**config.mk**
```make
export PLATFORM = sky130hd
export DESIGN_NAME = bounded_double_ended_queue
export DESIGN_NICKNAME = d
export VERILOG_FILES = /design/src/rtl/bdq_pkg.sv /design/src/rtl/bdq_ctrl.sv /design/src/rtl/bdq_datapath.sv /design/src/rtl/bounded_double_ended_queue.sv
export SDC_FILE = /design/constraint.sdc
export NUM_CORES = 2
export LEC_CHECK = 0
export ABC_AREA = 1
export BUFFER_PORTS_ARGS = -buffer_cell sky130_fd_sc_hd__clkbuf_2
export CAP_MARGIN = 10
export CORE_ASPECT_RATIO = 1.2
export CORE_UTILIZATION = 61
export DETAILED_ROUTE_END_ITERATION = 7
export PLACE_DENSITY = 0.84
export SYNTH_ARGS = -nofsm -noshare
export SYNTH_HDL_FRONTEND = slang
export SYNTH_HIERARCHICAL = 1
export SYNTH_SLANG_ARGS = --single-unit
```
**constraint.sdc**
```tcl
create_clock -name clock -period 5.59 [get_ports clock]
set_input_delay 0.559 -clock clock [delete_from_list [all_inputs] [get_ports clock]]
set_output_delay 0.559 -clock clock [all_outputs]
set_load 0.01 [all_outputs]
```
**src/rtl/bdq_pkg.sv**
```systemverilog
// Package for the bounded double-ended queue: payload structs, opcodes,
// status codes and the command/status structs between controller and datapath.
// No dependencies.
package bdq_pkg;

   localparam int DEPTH_DEFAULT = 32;

   localparam logic [2:0] OP_PUSH_FRONT = 3'd0;
   localparam logic [2:0] OP_PUSH_BACK  = 3'd1;
   localparam logic [2:0] OP_POP_FRONT  = 3'd2;
   localparam logic [2:0] OP_POP_BACK   = 3'd3;
   localparam logic [2:0] OP_LIST_FWD   = 3'd4;
   localparam logic [2:0] OP_LIST_REV   = 3'd5;

   localparam logic [1:0] STS_OK    = 2'd0;
   localparam logic [1:0] STS_EMPTY = 2'd1;
   localparam logic [1:0] STS_FULL  = 2'd2;

   typedef struct packed {
      logic [2:0]         opcode;
      logic signed [31:0] value;
   } req_type;

   typedef struct packed {
      logic [1:0]         status;
      logic signed [31:0] element;
      logic               last;
   } rsp_type;

   // Controller to datapath
   typedef struct packed {
      logic       push_front;
      logic       push_back;
      logic       pop_front;
      logic       pop_back;
      logic       list_start;
      logic       list_rev;
      logic       list_next;
      logic       rsp_load;
      logic       rsp_from_mem;
      logic [1:0] rsp_status;
      logic       rsp_last;
   } cmd_type;

   // Datapath to controller
   typedef struct packed {
      logic empty;
      logic full;
      logic list_last;
      logic rsp_free;
   } stat_type;

endpackage

```
**src/rtl/bdq_ctrl.sv**
```systemverilog
// Controller state machine for the bounded double-ended queue.
// Decodes transactions and sequences pops and listings. Depends on bdq_pkg.
module bdq_ctrl (
   input  logic              clock,
   input  logic              reset,
   input  logic              req_valid,
   output logic              req_ready,
   input  logic [2:0]        opcode,
   input  bdq_pkg::stat_type stat,
   output bdq_pkg::cmd_type  cmd
);
   import bdq_pkg::*;

   typedef enum logic [1:0] {
      ST_IDLE,
      ST_POP,
      ST_LIST
   } state_type;

   state_type state_ff;
   state_type state_in;

   always_comb begin
      cmd       = '0;
      req_ready = 1'b0;
      state_in  = state_ff;
      case (state_ff)
         ST_IDLE: begin
            req_ready = stat.rsp_free;
            if (req_valid && stat.rsp_free) begin
               case (opcode)
                  OP_PUSH_FRONT, OP_PUSH_BACK: begin
                     cmd.rsp_load = 1'b1;
                     cmd.rsp_last = 1'b1;
                     if (stat.full) begin
                        cmd.rsp_status = STS_FULL;
                     end else begin
                        cmd.rsp_status = STS_OK;
                        cmd.push_front = (opcode == OP_PUSH_FRONT);
                        cmd.push_back  = (opcode == OP_PUSH_BACK);
                     end
                  end
                  OP_POP_FRONT, OP_POP_BACK: begin
                     if (stat.empty) begin
                        cmd.rsp_load   = 1'b1;
                        cmd.rsp_last   = 1'b1;
                        cmd.rsp_status = STS_EMPTY;
                     end else begin
                        // read issued now, data lands next cycle
                        cmd.pop_front = (opcode == OP_POP_FRONT);
                        cmd.pop_back  = (opcode == OP_POP_BACK);
                        state_in      = ST_POP;
                     end
                  end
                  OP_LIST_FWD, OP_LIST_REV: begin
                     if (stat.empty) begin
                        cmd.rsp_load   = 1'b1;
                        cmd.rsp_last   = 1'b1;
                        cmd.rsp_status = STS_EMPTY;
                     end else begin
                        cmd.list_start = 1'b1;
                        cmd.list_rev   = (opcode == OP_LIST_REV);
                        state_in       = ST_LIST;
                     end
                  end
                  default: begin
                     // unused opcode: drop the transaction
                  end
               endcase
            end
         end
         ST_POP: begin
            // output register was free at accept and nothing loaded since
            cmd.rsp_load     = 1'b1;
            cmd.rsp_from_mem = 1'b1;
            cmd.rsp_status   = STS_OK;
            cmd.rsp_last     = 1'b1;
            state_in         = ST_IDLE;
         end
         ST_LIST: begin
            if (stat.rsp_free) begin
               cmd.rsp_load     = 1'b1;
               cmd.rsp_from_mem = 1'b1;
               cmd.rsp_status   = STS_OK;
               cmd.rsp_last     = stat.list_last;
               if (stat.list_last) begin
                  state_in = ST_IDLE;
               end else begin
                  cmd.list_next = 1'b1;
               end
            end
         end
         default: begin
            state_in = ST_IDLE;
         end
      endcase
   end

   always_ff @(posedge clock) begin
      if (reset) begin
         state_ff <= ST_IDLE;
      end else begin
         state_ff <= state_in;
      end
   end

`ifndef ASSERT_OFF
   a_pop_then_result: assert property (@(posedge clock) disable iff (reset)
      (cmd.pop_front || cmd.pop_back) |=> (cmd.rsp_load && cmd.rsp_from_mem))
      else $error("pop did not deliver its result in the following cycle");

   a_ready_only_idle: assert property (@(posedge clock) disable iff (reset)
      req_ready |-> (state_ff == ST_IDLE && stat.rsp_free))
      else $error("ready raised outside idle or with output occupied");
`endif

endmodule

```
**src/rtl/bdq_datapath.sv**
```systemverilog
// Datapath for the bounded double-ended queue: ring store, front index,
// element count, listing counter and result register. Depends on bdq_pkg.
module bdq_datapath #(
   parameter int DEPTH = bdq_pkg::DEPTH_DEFAULT
) (
   input  logic               clock,
   input  logic               reset,
   input  logic signed [31:0] push_value,
   input  bdq_pkg::cmd_type   cmd,
   output bdq_pkg::stat_type  stat,
   output logic               rsp_valid,
   input  logic               rsp_ready,
   output bdq_pkg::rsp_type   rsp_data
);
   import bdq_pkg::*;

   localparam int IDX_W = $clog2(DEPTH);
   localparam int CNT_W = $clog2(DEPTH + 1);
   localparam logic [IDX_W:0]   SUM_DEPTH = (IDX_W + 1)'(DEPTH);
   localparam logic [IDX_W-1:0] LAST_IDX  = IDX_W'(DEPTH - 1);
   localparam logic [CNT_W-1:0] FULL_CNT  = CNT_W'(DEPTH);

   function automatic logic [IDX_W-1:0] wrap_add(input logic [IDX_W-1:0] a,
                                                  input logic [IDX_W-1:0] b);
      logic [IDX_W:0] sum;
      sum = {1'b0, a} + {1'b0, b};
      if (sum >= SUM_DEPTH) begin
         sum = sum - SUM_DEPTH;
      end
      return sum[IDX_W-1:0];
   endfunction

   logic signed [31:0] ring_mem [DEPTH];
   logic signed [31:0] rd_data_ff;

   logic [IDX_W-1:0] front_ff, front_in;
   logic [CNT_W-1:0] count_ff, count_in;
   logic [IDX_W-1:0] lst_idx_ff, lst_idx_in;
   logic             lst_rev_ff, lst_rev_in;
   logic             rsp_valid_ff, rsp_valid_in;
   rsp_type          rsp_ff, rsp_in;

   logic [IDX_W-1:0] front_dec, front_inc, back_off, lst_off;
   logic [IDX_W-1:0] rd_addr, wr_addr;
   logic             rd_en, wr_en;

   assign front_dec = (front_ff == '0) ? LAST_IDX : front_ff - IDX_W'(1);
   assign front_inc = (front_ff == LAST_IDX) ? '0 : front_ff + IDX_W'(1);
   assign back_off  = IDX_W'(count_ff - CNT_W'(1));

   assign lst_idx_in = cmd.list_start ? '0 :
                       cmd.list_next  ? lst_idx_ff + IDX_W'(1) : lst_idx_ff;
   assign lst_rev_in = cmd.list_start ? cmd.list_rev : lst_rev_ff;
   assign lst_off    = lst_rev_in ? back_off - lst_idx_in : lst_idx_in;

   assign rd_en   = cmd.pop_front || cmd.pop_back || cmd.list_start || cmd.list_next;
   assign rd_addr = cmd.pop_front ? front_ff :
                    cmd.pop_back  ? wrap_add(front_ff, back_off) :
                                    wrap_add(front_ff, lst_off);

   assign wr_en   = cmd.push_front || cmd.push_back;
   assign wr_addr = cmd.push_front ? front_dec : wrap_add(front_ff, IDX_W'(count_ff));

   always_comb begin
      front_in = front_ff;
      count_in = count_ff;
      if (cmd.push_front) begin
         front_in = front_dec;
      end else if (cmd.pop_front) begin
         front_in = front_inc;
      end
      if (wr_en) begin
         count_in = count_ff + CNT_W'(1);
      end else if (cmd.pop_front || cmd.pop_back) begin
         count_in = count_ff - CNT_W'(1);
      end
   end

   always_comb begin
      rsp_valid_in = rsp_valid_ff;
      rsp_in       = rsp_ff;
      if (cmd.rsp_load) begin
         rsp_valid_in   = 1'b1;
         rsp_in.status  = cmd.rsp_status;
         rsp_in.element = cmd.rsp_from_mem ? rd_data_ff : 32'sd0;
         rsp_in.last    = cmd.rsp_last;
      end else if (rsp_ready) begin
         rsp_valid_in = 1'b0;
      end
   end

   always_ff @(posedge clock) begin
      if (wr_en) begin
         ring_mem[wr_addr] <= push_value;
      end
      if (rd_en) begin
         rd_data_ff <= ring_mem[rd_addr];
      end
   end

   always_ff @(posedge clock) begin
      if (reset) begin
         front_ff     <= '0;
         count_ff     <= '0;
         lst_idx_ff   <= '0;
         lst_rev_ff   <= 1'b0;
         rsp_valid_ff <= 1'b0;
      end else begin
         front_ff     <= front_in;
         count_ff     <= count_in;
         lst_idx_ff   <= lst_idx_in;
         lst_rev_ff   <= lst_rev_in;
         rsp_valid_ff <= rsp_valid_in;
      end
   end

   always_ff @(posedge clock) begin
      rsp_ff <= rsp_in;
   end

   assign stat.empty     = (count_ff == '0);
   assign stat.full      = (count_ff == FULL_CNT);
   assign stat.list_last = ((CNT_W'(lst_idx_ff) + CNT_W'(1)) == count_ff);
   assign stat.rsp_free  = !rsp_valid_ff || rsp_ready;

   assign rsp_valid = rsp_valid_ff;
   assign rsp_data  = rsp_ff;

`ifndef ASSERT_OFF
   a_count_bound: assert property (@(posedge clock) disable iff (reset)
      count_ff <= FULL_CNT)
      else $error("element count above capacity");

   a_push_not_full: assert property (@(posedge clock) disable iff (reset)
      (cmd.push_front || cmd.push_back) |-> (count_ff != FULL_CNT))
      else $error("push issued on a full queue");

   a_pop_not_empty: assert property (@(posedge clock) disable iff (reset)
      (cmd.pop_front || cmd.pop_back || cmd.list_start) |-> (count_ff != '0))
      else $error("read issued on an empty queue");

   a_no_overwrite: assert property (@(posedge clock) disable iff (reset)
      cmd.rsp_load |-> (!rsp_valid_ff || rsp_ready))
      else $error("result register overwritten while held");
`endif

endmodule

```
**src/rtl/bounded_double_ended_queue.sv**
```systemverilog
// Bounded double-ended queue of signed 32-bit values; uses bdq_pkg,
// bdq_ctrl and bdq_datapath.
//
// Requests come in on req_* (valid/ready, payload req_data: opcode and value),
// results leave on rsp_* (valid/ready, payload rsp_data: status, element,
// last). A push or any error answers with one result, loaded into the result
// register as the transaction is taken; a push can be taken every cycle while
// rsp_ready stays high. A pop reads the ring store into the read register,
// then the pop state loads the result from it; the next request waits for idle.
// A listing of N elements reads its first element as it is taken, then gives
// its N results, one per cycle while the result register is free; the single
// ring store read port sets that pace. Requests are held off throughout.
// When the receiver stalls, the result register holds and the queue takes no
// new request until that result is taken. Reset empties the queue at once
// (front index and count cleared); the store contents are not cleared.
module bounded_double_ended_queue #(
   parameter int DEPTH = bdq_pkg::DEPTH_DEFAULT
) (
   input  logic             clock,
   input  logic             reset,
   input  logic             req_valid,
   output logic             req_ready,
   input  bdq_pkg::req_type req_data,
   output logic             rsp_valid,
   input  logic             rsp_ready,
   output bdq_pkg::rsp_type rsp_data
);
   import bdq_pkg::*;

   cmd_type  cmd;
   stat_type stat;

   bdq_ctrl u_ctrl (
      .clock     (clock),
      .reset     (reset),
      .req_valid (req_valid),
      .req_ready (req_ready),
      .opcode    (req_data.opcode),
      .stat      (stat),
      .cmd       (cmd)
   );

   bdq_datapath #(
      .DEPTH (DEPTH)
   ) u_datapath (
      .clock      (clock),
      .reset      (reset),
      .push_value (req_data.value),
      .cmd        (cmd),
      .stat       (stat),
      .rsp_valid  (rsp_valid),
      .rsp_ready  (rsp_ready),
      .rsp_data   (rsp_data)
   );

endmodule

```
==> impl_metrics.ini <==
[outcome]
outcome = complete, but fails checks
violations = DRC

[power]
sw_frac_of_total_pct = 37.9
ir_drop_mv = 0.675
netSwitchingPower_mw = 10.3
p_int_mw = 17.0
clockPowerShare_pct = 25.6
leakage_nw = 17.7
p_seq_share_pct = 36.1
share_comb_of_total_power_pct = 38.3
power.density_nw_per_um2 = 531

[final_layout]
fillers = 4710
utilization_pct = 68.7
area_growth_pct = 11.6
layout_common_cells = 1091 x edfxtp_1, 566 x a21oi_1, 362 x inv_1
nNetsFinal = 3820
layout_commonest_cell = edfxtp_1
drive_gt1_share_pct = 10.4

[die]
die_w_um = 253
placementRows = 110
fp.coreArea_sq_um = 74900
die-area_sq_um = 76600
io_pins = 76
dieHeight_um = 303
initial_utilization_pct = 61.5

[detailed_routing]
wirelength_um = 128000
post_drt_wl_per_cell_um = 26.3
drc = 1
final_antenna_net_count = 0
drt_iter0_markers = 4742
drt-pass1-iter-count = 8
vias = 32100
viasPerCell = 6.61

[sta]
relSlewSlack_pct = 24.8
max_freq_mhz = 189
worst_pin_slew_ns = 1.12
finalMaxSlewViolations = 0
post-route-period-util_pct = 94.8
fin_skew_ns = 0.0242
fin_setup_tns_ns = 0
fin_crit_ns = 5.30
finalSetupViolCount = 0
hold_viol_final = 0

[grt]
grt_max_degree = 163
grt_pass1_wl_um = 185000
grt.overflow.total = 0
antenna_found_initial = 11
grt_usage_pct = 32.8
grt_pass1_vias = 30600

[yosys]
synth_fa_ha_area_share_pct = 0.755
synth-edff-count = 1091
ys_seq_elements = 1111
yosys_warnings = 6
synth_compound_area_share_pct = 16.4
syn_area_sq_um = 46100
async_flop_share_pct = 0
yosys-top-cells-area = edfxtp_1 71%, a21oi_1 6.2%, o21ai_1 3.5%, o21ai_0 3.4%, inv_1 3.0%
syn_inst = 3718
ys.flop_type = edfxtp_1
synth_mux_area_share_pct = 0
synth_nets = 3783
synth_area_leader_cell = edfxtp_1
synth_top_family_by_area = compound AO/OA/AOI/OAI gates
synth-simple-area-share_pct = 4.88
synth_top_area_share_pct = 71.1
synth-xor-area-share_pct = 0.171
ys_seq_area_share_pct = 72.0
synth_area_per_cell_sq_um = 12.4
synth_cell_types = 45

[worst_setup_path]
crit_arrival_ns = 5.73
cp_max_fo = 41
crit_type = reg -> reg
crit_slowest_cell = fa_1
crit_path_start_kind = flop
slowest_delay_ns = 0.52
cp.required_ns = 6.02
endpoint_kind = flop

[placed_design]
place_hpwl_um = 66800
port_buffers = 75
gp_congestion = 0.872

[clocking]
cts_max_path_buffers = 3
cts.sinks = 1111
numCtsBuffers = 102
clock_latency_ns = 0.68
root_buffer = clkbuf_16
clk_pin_slew_ns = 0.07
cts_tree = yes
cts_hold_buf = 0
cts_max_level = 3

[min_path]
min_path_type = in -> reg

[job]
maxCapViolCount = 0
-- worst max-delay path, delay by kind of cell (launching register included) --
family / cells / cell delay, ns
fa+ha+maj: 4 / 1.50
simple gates: 9 / 1.11
buf+inv: 5 / 0.74
compound gates: 10 / 1.33
flops: 1 / 0.35
-- power groups by stage --
stage | Combinational (mW) | Clock, mW | Sequential (mW)
2_1_floorplan | 7.14 | 0 | 9.99
3_3_place_gp | 9.46 | 0 | 10.0
3_5_place_dp | 9.86 | 0 | 10.0
4_1_cts | 10.1 | 7.01 | 9.86
5_1_grt | 11.3 | 7.34 | 9.88
6_report | 10.5 | 7.00 | 9.86
-- final timing paths --
kind / start / end / slack (ns) / cells past startpoint
worst max-delay path: u_datapath/lst_idx_ff[1] / u_datapath/rd_data_ff[11] / 0.29 / 28
worst min-delay path: req_data[34] / u_ctrl/state_ff[0] / 0.25 / 4
worst max register to register: u_datapath/lst_idx_ff[1] / u_datapath/rd_data_ff[11] / 0.29 / 28
worst min register to register: u_datapath/rd_data_ff[9] / u_datapath/rsp_data[10] / 0.52 / 2
-- Yosys cell counts (2+ instances only) --
cell type and instances:
xor2_1 5, dfxtp_1 20, nor2_1 69, a31oi_1 36, a21oi_1 567, buf_4 23
a211oi_1 3, nor4_1 7, edfxtp_1 1091, inv_1 364, nand3_1 94, buf_2 95
o221ai_1 2, o21ai_0 311, or2_2 2, o21ai_1 326, buf_1 5, nor3_1 9
nand4_1 4, nand2_2 4, o211ai_1 158, xnor2_1 4, o22ai_1 4, nand2_4 2
clkbuf_1 111, fa_1 3, ha_1 23, buf_6 18, nand2_1 342
-- routing by layer --
| layer | GRT usage, % | part of all wire [%] |
|---|---|---|
| met1 | 41.9 | 33 |
| met2 | 52.1 | 47 |
| met3 | 7.52 | 14 |
| met4 | 19.1 | 6.1 |
| met5 | 0 | 0.047 |
-- cell type report --
type                       instances  area (sq um)  share of cell area, %
sequential                      1111         33200                   64.5
tap                             1008          1260                   2.45
clock buffer                     123          2700                   5.24
multi-input combinational       1989         10600                   20.6
antenna                            5          12.5                 0.0243
timing repair buffer             186          1700                   3.31
inverter                         365          1380                   2.68
clock inverter                    68           634                   1.23
-- flip-flops by register name (all words and copies together), names as in the netlist --
| name | count |
|---|---|
| u_datapath/front_ff | 5 |
| u_datapath/ring_mem | 1024 |
| u_datapath/lst_idx_ff | 5 |
| u_datapath/count_ff | 6 |
| u_datapath/rsp_valid | 1 |
| u_datapath/lst_rev_ff | 1 |
| u_datapath/rd_data_ff | 32 |
| u_ctrl/state_ff | 2 |
| u_datapath/rsp_data | 35 |
-- cell families (layout without fill, tap and decap cells) --
kind of cell,Yosys count,after routing
compound gates,1415,1415
xor+xnor,9,9
fa+ha+maj,26,26
buf+inv,618,742
flops,1111,1111
other cells,0,5
simple gates,539,539
-- timing repair --
action / CTS / global route
resized for setup: 0 / 11
endpoints found under the setup margin: 0 / 32
endpoints found under the hold margin: 0 / 0
setup buffers: 0 / 1
-- through the flow --
step                      cell area, sq um  hold slack [ns]  setup slack [ns]  power [mW]  instances
after CTS                            51300            0.223             0.145        27.0       4847
after detailed placement             48000            0.508             0.250        19.9       4656
after floorplan                      46100            0.478             0.976        17.1       3718
after global routing                 51400            0.247           -0.0194        28.5       4853
final                                51400            0.246             0.290        27.3       4855
after global placement               48000            0.502             0.475        19.5       4656
(Power assumes the default switching activity.)
